$ cat config.mk
export PLATFORM = sky130hd
export DESIGN_NAME = packet_header_payload_fnv1a64_core
export DESIGN_NICKNAME = d
export VERILOG_FILES = /design/src/rtl/phf_pkg.sv /design/src/rtl/phf_front.sv /design/src/rtl/phf_queue.sv /design/src/rtl/phf_back.sv /design/src/rtl/packet_header_payload_fnv1a64_core.sv
export SDC_FILE = /design/constraint.sdc
export NUM_CORES = 1
export LEC_CHECK = 0
export ABC_AREA = 0
export ABC_CLOCK_PERIOD_IN_PS = 9180
export BUFFER_PORTS_ARGS = -buffer_cell sky130_fd_sc_hd__buf_2
export CORE_ASPECT_RATIO = 0.6
export CORE_UTILIZATION = 25
export DETAILED_ROUTE_END_ITERATION = 16
export PLACE_DENSITY = 0.46
export SLEW_MARGIN = 20
export SYNTH_ARGS = -nofsm -noshare
export SYNTH_HDL_FRONTEND = slang
export SYNTH_HIERARCHICAL = 1
export SYNTH_SLANG_ARGS = --single-unit
$ cat constraint.sdc
create_clock -name i_clk -period 9.18 [get_ports i_clk]
set_input_delay 1.836 -clock i_clk [delete_from_list [all_inputs] [get_ports i_clk]]
set_output_delay 1.836 -clock i_clk [all_outputs]
set_load 0.01 [all_outputs]
$ cat src/rtl/phf_pkg.sv
// Shared types, constants and helpers for the packet header/payload FNV-1a hasher.
package phf_pkg;

    localparam logic [63:0] FNV_BASIS   = 64'hCBF2_9CE4_8422_2325;
    localparam logic [3:0]  HDR_FIELDS  = 4'd11;
    localparam int          QUEUE_DEPTH_DEF = 4;

    localparam logic [1:0] OP_HDR = 2'd0;
    localparam logic [1:0] OP_PAY = 2'd1;
    localparam logic [1:0] OP_FIN = 2'd2;
    localparam logic [1:0] OP_NOP = 2'd3;

    localparam logic [1:0] ST_OK  = 2'd0;
    localparam logic [1:0] ST_LEN = 2'd1;
    localparam logic [1:0] ST_SEQ = 2'd2;

    typedef struct packed {
        logic [1:0]  opcode;
        logic [63:0] value;
    } t_in;

    typedef struct packed {
        logic [63:0] hash;
        logic [1:0]  status;
    } t_out;

    typedef enum logic {
        CMD_ABSORB = 1'b0,
        CMD_FINISH = 1'b1
    } t_cmd_kind;

    typedef struct packed {
        t_cmd_kind   kind;
        logic [2:0]  last_byte;
        logic [63:0] data;
        logic [1:0]  status;
    } t_cmd;

    // index of the last little-endian byte absorbed for a header field
    function automatic logic [2:0] field_last_byte(input logic [3:0] idx);
        logic [2:0] lb;
        unique case (idx)
            4'd2, 4'd3:  lb = 3'd1;
            4'd9, 4'd10: lb = 3'd3;
            default:     lb = 3'd7;
        endcase
        return lb;
    endfunction

    // one FNV-1a byte step; prime is 2^40 + 2^8 + 2^7 + 2^5 + 2^4 + 2^1 + 1
    function automatic logic [63:0] fnv_step(input logic [63:0] h, input logic [7:0] b);
        logic [63:0] x;
        x = h ^ {56'd0, b};
        return (x << 40) + (x << 8) + (x << 7) + (x << 5) + (x << 4) + (x << 1) + x;
    endfunction

endpackage

$ cat src/rtl/phf_front.sv
// Front end: accepts items, tracks header order and byte count, queues commands.
module phf_front
    import phf_pkg::*;
(
    input  logic i_clk,
    input  logic i_rst_n,
    input  logic i_in_valid,
    output logic o_in_stall,
    input  t_in  i_in_data,
    input  logic i_q_full,
    output logic o_push,
    output t_cmd o_push_cmd
);

    logic [3:0]  r_idx, n_idx;
    logic [31:0] r_len, n_len;
    logic [31:0] r_cnt, n_cnt;
    logic        r_err, n_err;
    logic        accept;

    assign accept     = i_in_valid && !i_q_full;
    assign o_in_stall = i_q_full;

    always_comb begin
        n_idx = r_idx;
        n_len = r_len;
        n_cnt = r_cnt;
        n_err = r_err;
        o_push = 1'b0;
        o_push_cmd.kind      = CMD_ABSORB;
        o_push_cmd.last_byte = 3'd0;
        o_push_cmd.data      = i_in_data.value;
        o_push_cmd.status    = ST_OK;
        if (accept) begin
            unique case (i_in_data.opcode)
                OP_HDR: begin
                    if (r_idx < HDR_FIELDS) begin
                        o_push = 1'b1;
                        o_push_cmd.last_byte = field_last_byte(r_idx);
                        if (r_idx == HDR_FIELDS - 4'd1) begin
                            n_len = i_in_data.value[31:0];
                        end
                        n_idx = r_idx + 4'd1;
                    end else begin
                        n_err = 1'b1;
                    end
                end
                OP_PAY: begin
                    if (r_idx == HDR_FIELDS) begin
                        o_push = 1'b1;
                        if (r_cnt != 32'hFFFF_FFFF) begin
                            n_cnt = r_cnt + 32'd1;
                        end
                    end else begin
                        n_err = 1'b1;
                    end
                end
                OP_FIN: begin
                    o_push = 1'b1;
                    o_push_cmd.kind = CMD_FINISH;
                    if (r_err || r_idx != HDR_FIELDS) begin
                        o_push_cmd.status = ST_SEQ;
                    end else if (r_cnt != r_len) begin
                        o_push_cmd.status = ST_LEN;
                    end
                    n_idx = 4'd0;
                    n_len = 32'd0;
                    n_cnt = 32'd0;
                    n_err = 1'b0;
                end
                OP_NOP: begin
                end
            endcase
        end
    end

    always_ff @(posedge i_clk) begin
        if (!i_rst_n) begin
            r_idx <= 4'd0;
            r_len <= 32'd0;
            r_cnt <= 32'd0;
            r_err <= 1'b0;
        end else begin
            r_idx <= n_idx;
            r_len <= n_len;
            r_cnt <= n_cnt;
            r_err <= n_err;
        end
    end

endmodule

$ cat src/rtl/phf_queue.sv
// Command queue between the front end and the hashing back end.
module phf_queue
    import phf_pkg::*;
#(
    parameter int DEPTH = QUEUE_DEPTH_DEF
) (
    input  logic i_clk,
    input  logic i_rst_n,
    input  logic i_push,
    input  t_cmd i_push_cmd,
    output logic o_full,
    input  logic i_pop,
    output logic o_valid,
    output t_cmd o_head
);

    localparam int PW = $clog2(DEPTH);
    localparam int CW = $clog2(DEPTH + 1);

    t_cmd          r_mem [DEPTH];
    logic [PW-1:0] r_wr, n_wr;
    logic [PW-1:0] r_rd, n_rd;
    logic [CW-1:0] r_cnt, n_cnt;
    logic          do_push, do_pop;

    assign o_full  = (r_cnt == CW'(DEPTH));
    assign o_valid = (r_cnt != '0);
    assign o_head  = r_mem[r_rd];
    assign do_push = i_push && !o_full;
    assign do_pop  = i_pop && o_valid;

    always_comb begin
        n_wr  = r_wr;
        n_rd  = r_rd;
        n_cnt = r_cnt;
        if (do_push) begin
            n_wr = (r_wr == PW'(DEPTH - 1)) ? '0 : r_wr + PW'(1);
        end
        if (do_pop) begin
            n_rd = (r_rd == PW'(DEPTH - 1)) ? '0 : r_rd + PW'(1);
        end
        if (do_push && !do_pop) begin
            n_cnt = r_cnt + CW'(1);
        end else if (do_pop && !do_push) begin
            n_cnt = r_cnt - CW'(1);
        end
    end

    always_ff @(posedge i_clk) begin
        if (do_push) begin
            r_mem[r_wr] <= i_push_cmd;
        end
    end

    always_ff @(posedge i_clk) begin
        if (!i_rst_n) begin
            r_wr  <= '0;
            r_rd  <= '0;
            r_cnt <= '0;
        end else begin
            r_wr  <= n_wr;
            r_rd  <= n_rd;
            r_cnt <= n_cnt;
        end
    end

    a_cnt_bound: assert property (@(posedge i_clk) disable iff (!i_rst_n)
        r_cnt <= CW'(DEPTH))
        else $error("queue count beyond depth");

    a_no_overflow: assert property (@(posedge i_clk) disable iff (!i_rst_n)
        !(i_push && o_full))
        else $error("command pushed into full queue");

endmodule

$ cat src/rtl/phf_back.sv
// Back end: absorbs queued bytes into the running hash and emits finished results.
module phf_back
    import phf_pkg::*;
(
    input  logic i_clk,
    input  logic i_rst_n,
    input  logic i_q_valid,
    input  t_cmd i_q_head,
    output logic o_pop,
    output logic o_out_valid,
    input  logic i_out_stall,
    output t_out o_out_data
);

    logic [63:0] r_hash, n_hash;
    logic [2:0]  r_idx, n_idx;
    logic        r_out_valid, n_out_valid;
    t_out        r_out, n_out;
    logic        out_free;

    assign out_free    = !r_out_valid || !i_out_stall;
    assign o_out_valid = r_out_valid;
    assign o_out_data  = r_out;

    always_comb begin
        n_hash      = r_hash;
        n_idx       = r_idx;
        n_out_valid = r_out_valid && i_out_stall;
        n_out       = r_out;
        o_pop       = 1'b0;
        if (i_q_valid) begin
            unique case (i_q_head.kind)
                CMD_ABSORB: begin
                    n_hash = fnv_step(r_hash, i_q_head.data[{r_idx, 3'b000} +: 8]);
                    if (r_idx == i_q_head.last_byte) begin
                        o_pop = 1'b1;
                        n_idx = 3'd0;
                    end else begin
                        n_idx = r_idx + 3'd1;
                    end
                end
                CMD_FINISH: begin
                    if (out_free) begin
                        o_pop        = 1'b1;
                        n_out_valid  = 1'b1;
                        n_out.hash   = (i_q_head.status == ST_OK) ? r_hash : 64'd0;
                        n_out.status = i_q_head.status;
                        n_hash       = FNV_BASIS;
                    end
                end
            endcase
        end
    end

    always_ff @(posedge i_clk) begin
        r_out <= n_out;
    end

    always_ff @(posedge i_clk) begin
        if (!i_rst_n) begin
            r_hash      <= FNV_BASIS;
            r_idx       <= 3'd0;
            r_out_valid <= 1'b0;
        end else begin
            r_hash      <= n_hash;
            r_idx       <= n_idx;
            r_out_valid <= n_out_valid;
        end
    end

    a_finish_emits: assert property (@(posedge i_clk) disable iff (!i_rst_n)
        (o_pop && i_q_head.kind == CMD_FINISH) |=>
            (r_out_valid && (r_out.status == ST_OK || r_out.hash == 64'd0)))
        else $error("finish did not load a consistent result");

    a_mid_field_head: assert property (@(posedge i_clk) disable iff (!i_rst_n)
        (r_idx != 3'd0) |-> (i_q_valid && i_q_head.kind == CMD_ABSORB))
        else $error("byte index advanced without an absorb at the head");

    a_idx_bound: assert property (@(posedge i_clk) disable iff (!i_rst_n)
        (r_idx != 3'd0) |-> (r_idx <= i_q_head.last_byte))
        else $error("byte index past the end of the field");

endmodule

$ cat src/rtl/packet_header_payload_fnv1a64_core.sv
// Top level of the packet header/payload FNV-1a 64 hasher.
// The front end takes one item per cycle while its command queue (QUEUE_DEPTH
// entries) has room; the back end folds one byte per cycle into the hash while
// a command is queued, a header field being 2, 4 or 8 bytes and a payload item
// a single byte, and a finish waits until the output register is free. The
// single byte-wide FNV step in the back end thus sets sustained throughput,
// with bursts absorbed by the queue. A result is loaded into the output
// register once its finish command is at the head of the queue and that
// register is free, and is held there until the transfer completes.
module packet_header_payload_fnv1a64_core
    import phf_pkg::*;
#(
    parameter int QUEUE_DEPTH = QUEUE_DEPTH_DEF
) (
    input  logic i_clk,
    input  logic i_rst_n,
    input  logic i_in_valid,
    output logic o_in_stall,
    input  t_in  i_in_data,
    output logic o_out_valid,
    input  logic i_out_stall,
    output t_out o_out_data
);

    logic q_full;
    logic q_push;
    t_cmd q_push_cmd;
    logic q_pop;
    logic q_valid;
    t_cmd q_head;

    phf_front u_front (
        .i_clk      (i_clk),
        .i_rst_n    (i_rst_n),
        .i_in_valid (i_in_valid),
        .o_in_stall (o_in_stall),
        .i_in_data  (i_in_data),
        .i_q_full   (q_full),
        .o_push     (q_push),
        .o_push_cmd (q_push_cmd)
    );

    phf_queue #(
        .DEPTH (QUEUE_DEPTH)
    ) u_queue (
        .i_clk      (i_clk),
        .i_rst_n    (i_rst_n),
        .i_push     (q_push),
        .i_push_cmd (q_push_cmd),
        .o_full     (q_full),
        .i_pop      (q_pop),
        .o_valid    (q_valid),
        .o_head     (q_head)
    );

    phf_back u_back (
        .i_clk       (i_clk),
        .i_rst_n     (i_rst_n),
        .i_q_valid   (q_valid),
        .i_q_head    (q_head),
        .o_pop       (q_pop),
        .o_out_valid (o_out_valid),
        .i_out_stall (i_out_stall),
        .o_out_data  (o_out_data)
    );

endmodule
Word-level counts from Yosys, hierarchy flattened
Memory sizes are Yosys's and may differ from the RTL's. A register that Yosys moved wholly into a read port is not among the register bits.
Index checks and enable logic that the tools add are counted.
{ "word_totals": {"register_bits": 210, "mem_bits_rw": 280, "input_bits": 70, "output_inout_bits": 68, "wordCells": 122, "n_memories": 1} }
{ "mem_list": {"columns": ["memory", "words", "width", "read_ports", "rd_ports_with_merged_regs", "wr", "line_no", "text"], "rows": [
  ["u_queue.r_mem", 4, 70, 1, 1, 1, "phf_queue.sv:20", "t_cmd r_mem [DEPTH];"]
]} }
{ "op_classes": {"add_sub_neg": 13, "magnitude_cmp": 1, "n_eq_ne": 21, "shift": 1, "n_mux": 42, "bitwise": 2, "n_reduce_logical": 29} }
{ "op_table": {"columns": ["operator", "count"], "rows": [
  ["64-bit adder", 6],
  ["32-bit 2-to-1 mux", 4],
  ["32-bit case mux with 2 select lines", 2],
  ["64-bit case mux with 2 select lines", 1],
  ["64-bit 2-to-1 mux", 1],
  ["64-bit by 7-bit indexed part select with 8-bit output", 1],
  ["64-bit by 8-bit bitwise XOR with 64-bit output", 1],
  ["32-bit by 1-bit adder with 32-bit output, second input constant", 1],
  ["32-bit inequality test", 1],
  ["32-bit inequality test, second input constant", 1],
  ["1-bit 2-to-1 mux", 15],
  ["3-bit 2-to-1 mux", 5],
  ["2-bit 2-to-1 mux", 7],
  ["4-bit == test, second input constant", 3],
  ["4-bit AND reduction", 3],
  ["4-bit by 2-bit == test with 1-bit output, second input constant", 2],
  ["4-bit 2-to-1 mux", 2],
  ["2-bit by 1-bit inequality test with 1-bit output, second input constant", 4],
  ["4-bit case mux with 2 select lines", 1],
  ["3-bit by 1-bit adder with 3-bit output, second input constant", 2],
  ["2-bit == test, second input constant", 3],
  ["1-bit logical AND", 6],
  ["2-bit inequality test, second input constant", 3],
  ["1-bit case mux with 3 select lines", 2],
  ["other kinds (19)", 32]
]} }

Depth between registers and ports, before layout
{ "logic_depth": {"depth_word": 9, "ltp_mapped": 26} }

Hierarchy
The synthesis kept the hierarchy.
{ "by_module_without_submodules": {"columns": ["module", "instances", "cells_each", "area_each_um2", "seq_area_each_um2"], "rows": [
  ["phf_back", 1, 1373, 14896.8, 3343.2],
  ["phf_queue", 1, 417, 10656.5, 8588.2],
  ["phf_front", 1, 566, 4414.2, 1381.3]
]} }

Worst setup path before layout
No wires, ideal clock.
{ "synth_path": {"kind": "flip-flop to flip-flop", "startpoint": "register (tool-made name)", "endpoint": "register u_back.r_hash[60]", "setup_time_ns": 0.120, "arrival_ns": 6.693, "required_time_ns": 9.060, "setup_slack_ns": 2.367, "stages_incl_launch_ff": 24, "n_path_buf": 2, "period_less_slack_ns": 6.813, "path_cell_list": "dfxtp_1 buf_6 buf_12 mux4_2 mux4_2 mux2i_1 xnor2_1 fa_1 fa_1 inv_1 fa_1 inv_1 ha_1 ha_1 nand2_1 or3b_4 a211oi_2 nor3_2 a2111oi_4 o211ai_2 a2111oi_2 o21ai_1 and4_4 a211o_1"} }
{ "synth_lines": {"columns": ["item", "line_no", "text"], "rows": [
  ["to (signal assigned)", "phf_back.sv:65", "r_hash <= n_hash;"],
  ["to (decl)", "phf_back.sv:15", "logic [63:0] r_hash, n_hash;"]
]} }

==> qor.log <==
qor: outcome.outcome finished, final reports clean
qor: floorplanning.die_w 449 um
qor: run.maxCapViolCount 0
qor: synth.synth_edf_count 346
qor: global_routing.grtUsageTotal 14.1%
qor: setup_path.cp-start-kind flip-flop
qor: setup_path.critical_path.n_buffers_inverters 3
qor: clock_tree.post_cts_buffers 0
qor: setup_path.rr_worst_depth 22
qor: synth.post_synthesis_sequential_element_count 492
qor: clock_tree.cts.reportedPaths.clkPinSlew 0.07 ns
qor: hold_path.hp-class flip-flop to flip-flop
qor: synth.synth_area_leader_cell edfxtp_1
qor: layout.area_delta_synth_final 12.3%
qor: sta.slew_viol_final 0
qor: clock_tree.cts_root_buf clkbuf_16
qor: setup_path.crit_top_cell fa_1
qor: setup_path.reg2reg_slack 1.01 ns
qor: synth.synth_largest_type_area_fraction 34.7%
qor: setup_path.worstPathCellList buf_4, mux4_2, mux4_2, mux2i_1, xnor2_1, fa_1, fa_1, inv_1, fa_1, inv_1, ha_1, ha_1, a21oi_1, o21a_1, nor2_1, o31ai_1, o31ai_1, a31oi_1, o21ai_0, a211oi_1, xor2_1, o22ai_1
qor: floorplanning.die_height 270 um
qor: global_routing.grt_start_max_net_pins 64
qor: global_routing.grt_pass1_vias 18,900
qor: setup_path.path_max_fanout 22
qor: floorplanning.initial_core_util 25.5%
qor: setup_path.cp_slowest_cell dfxtp_4
qor: setup_path.critical_path_arrival 8.65 ns
qor: synth.synth_sequential_area_ratio 44.4%
qor: route.drt_pre_antenna_iters 5
qor: setup_path.critical_path.endpoint_type flip-flop
qor: sta.worst_pin_slew 1.05 ns
qor: sta.timing.clock.skew 0.0295 ns
qor: sta.hold_viol_final 0
qor: global_routing.grt.overflow.total 0
qor: clock_tree.cts_hold_fix_bufs 0
qor: floorplanning.i_o_pin_cnt 138
qor: sta.timing.final.crit_share 89.0%
qor: sta.timing.max_slew.rel_slack 30.0%
qor: sta.setup_viol 0
qor: setup_path.critical_path_capture_point u_back/r_hash[48]
qor: sta.rsz0062_at_grt false
qor: synth.synth_cells 2,356
qor: synth.ys_async_sr_fraction 0%
qor: setup_path.worstPathRequired 9.66 ns
qor: floorplanning.placement_rows 97
qor: route.drt-total-wl 85.2 mm
qor: placement.gp_congestion 0.832
qor: clock_tree.post_cts_resize_count 0
qor: synth.warnings_synthesis 6
qor: layout.finish.net_count 2,832
qor: floorplanning.design.core.area 118,000 um^2
qor: clock_tree.clkLatencyLatePin 0.64 ns
qor: synth.yosys.cell_types.count 87
qor: sta.timing.final.crit_period 8.17 ns
qor: route.post-route-drc-count 0
qor: route.vias 18,800
qor: setup_path.timing.critical_path.slowest_cell_delay 0.64 ns
qor: clock_tree.clock_path_buffers 3
qor: route.detail_route.vias_per_cell 4.67
qor: setup_path.critPathKind flip-flop to flip-flop
qor: clock_tree.ctsHtreeMaxLevel 2
qor: route.detailedRoute.firstIterationViolations 1,586
qor: clock_tree.cts_sinks 492
qor: clock_tree.tritoncts done
qor: layout.finalInstanceArea 33,600 um^2
qor: global_routing.antenna_found_initial 8
qor: layout.nFillCells 12,200
qor: placement.buffer_ports.inserted 137
qor: sta.finalSetupTns 0 ns
qor: global_routing.grt_first_pass_wirelength 129 mm
qor: setup_path.reg2reg_to u_back/r_hash[48]
qor: placement.dp_hpwl 63.1 mm
qor: layout.fin_util 28.6%
qor: placement.placed_cell_area 31,900 um^2
qor: sta.achievable-frequency 122 MHz
qor: synth.post_synth_main_area_contributors edfxtp_1 (35%), fa_1 (16%), dfxtp_1 (9.8%)
qor: synth.synth_area_per_cell 12.7 um^2
qor: sta.hold_ws 0.468 ns
qor: setup_path.critical_path_cell_count 22
qor: synth.syn_area 30,000 um^2
qor: synth.dominantRegCellSynth edfxtp_1
qor: synth.postSynthNetCount 2,784
qor: setup_path.timing.critical_path.max_delay_family compound AO/OA/AOI/OAI gates
qor: floorplanning.floorplan.die_area 121,000 um^2
qor: layout.drive_gt1_share 15.7%
qor: route.drt.antenna.violating_nets 0
qor: route.drt-wirelength-per-cell 21.1 um
qor: clock_tree.cts-buffers-inserted 51
## cells in the mapped netlist (55+ instances only)
cell type    n
edfxtp_1   346
nand3_1     70
nand2_1    140
inv_1      146
mux4_2      86
xor2_1      68
fa_1       241
buf_4       66
and2_1      71
xnor2_1     55
clkbuf_1    69
dfxtp_1    146
ha_1       117
a21oi_1    142
o21ai_0     57
nor2_1      69
## final cells by class
class / instances / area, um^2 / share of cell area, %
antenna: 4 / 10.0 / 0.0297
clock buffer: 65 / 1410 / 4.19
clock inverter: 31 / 324 / 0.963
inverter: 147 / 552 / 1.64
multi-input combinational: 1542 / 15100 / 44.9
sequential: 492 / 13300 / 39.6
tap: 1584 / 1980 / 5.89
timing repair buffer: 170 / 946 / 2.81
## how the worst min path moves through the flow
stage / from / to / slack (ns) / cells after the start
2_1_floorplan: u_front/r_len[0] / u_front/r_len[0] / 0.44 / 2
3_3_place_gp: u_front/r_len[24] / u_front/r_len[24] / 0.45 / 2
3_5_place_dp: u_front/r_len[24] / u_front/r_len[24] / 0.46 / 2
4_1_cts: u_front/r_len[24] / u_front/r_len[24] / 0.47 / 2
5_1_grt: u_front/r_len[18] / u_front/r_len[18] / 0.49 / 2
6_report: u_front/r_len[5] / u_front/r_len[5] / 0.47 / 2
## placed cells by master (no fill, tap or decap), types with 13 or more instances in the layout
cell type  synthesis  final
nor2b_1           34     34
a21o_1            40     40
nor2_1            69     67
o22ai_1           16     16
mux4_2            86     86
o21a_1            13     13
nand3_1           70     70
o31ai_1           13     13
a31oi_1           17     16
and2_1            71     67
buf_2             22    137
xor2_1            68     68
edfxtp_1         346    346
ha_1             117    117
xnor2_1           55     54
nand2_1          140    140
a22oi_1           24     24
nor4_1            21     20
nand2b_1          18     17
nand4_1           24     24
clkbuf_16          0     53
a21oi_1          142    141
inv_1            146    146
mux2i_1           14     14
fa_1             241    241
buf_4             66     32
or3_1             13     13
dfxtp_1          146    143
nor3_1            31     31
a211oi_1          13     13
o21ai_0           57     57
## through the flow
step                worst slack [ns]  cells
floorplan                       2.37   2356
global placement                1.05   3935
detailed placement             0.911   3935
CTS                            0.901   4031
global route                   0.604   4033
finish                          1.01   4035
## registers in the layout, indices dropped and copies added (netlist names), 3 cells and up, named ones only
signal,cells
u_back/o_out_data,66
u_back/r_hash,64
u_back/r_idx,3
u_front/r_cnt,32
u_front/r_idx,4
u_front/r_len,32
u_queue/r_cnt,3
u_queue/r_mem,280
## logic make-up (layout without fill, tap and decap cells)
logic type	count (synthesis)	after routing	share of synthesized area [%]
buffers and inverters	322	413	5.38
adders and majority gates	364	364	21.2
xor gates and xnor gates	123	123	3.59
other	0	4	0
DFF	492	492	44.4
and+or+nand+nor	537	537	9.39
AOI/OAI and AO/OA	418	418	9.09
muxes	100	100	6.93
## per-layer routing
metal  vias to the layer above  track usage, %  part of all wire [%]
met3                        82            2.99                   6.6
li1                       8580               -                     -
met5                         -               0                     0
met1                      9647            22.9                    52
met2                       526            18.8                    39
met4                         0            2.45                   1.4
## worst reg2reg max path, stage by stage, from the launching register on
cell and delay (ns):
dfxtp_4 0.64, buf_4 0.31, mux4_2 0.52, mux4_2 0.63, mux2i_1 0.42, xnor2_1 0.47, fa_1 0.57, fa_1 0.49
inv_1 0.05, fa_1 0.52, inv_1 0.04, ha_1 0.30, ha_1 0.37, a21oi_1 0.18, o21a_1 0.18, nor2_1 0.08
o31ai_1 0.59, o31ai_1 0.23, a31oi_1 0.29, o21ai_0 0.29, a211oi_1 0.57, xor2_1 0.20, o22ai_1 0.08
Power is left out: the tool's default activity adds up to more than one toggle a clock period on the data nets, which glitch-free logic cannot reach.
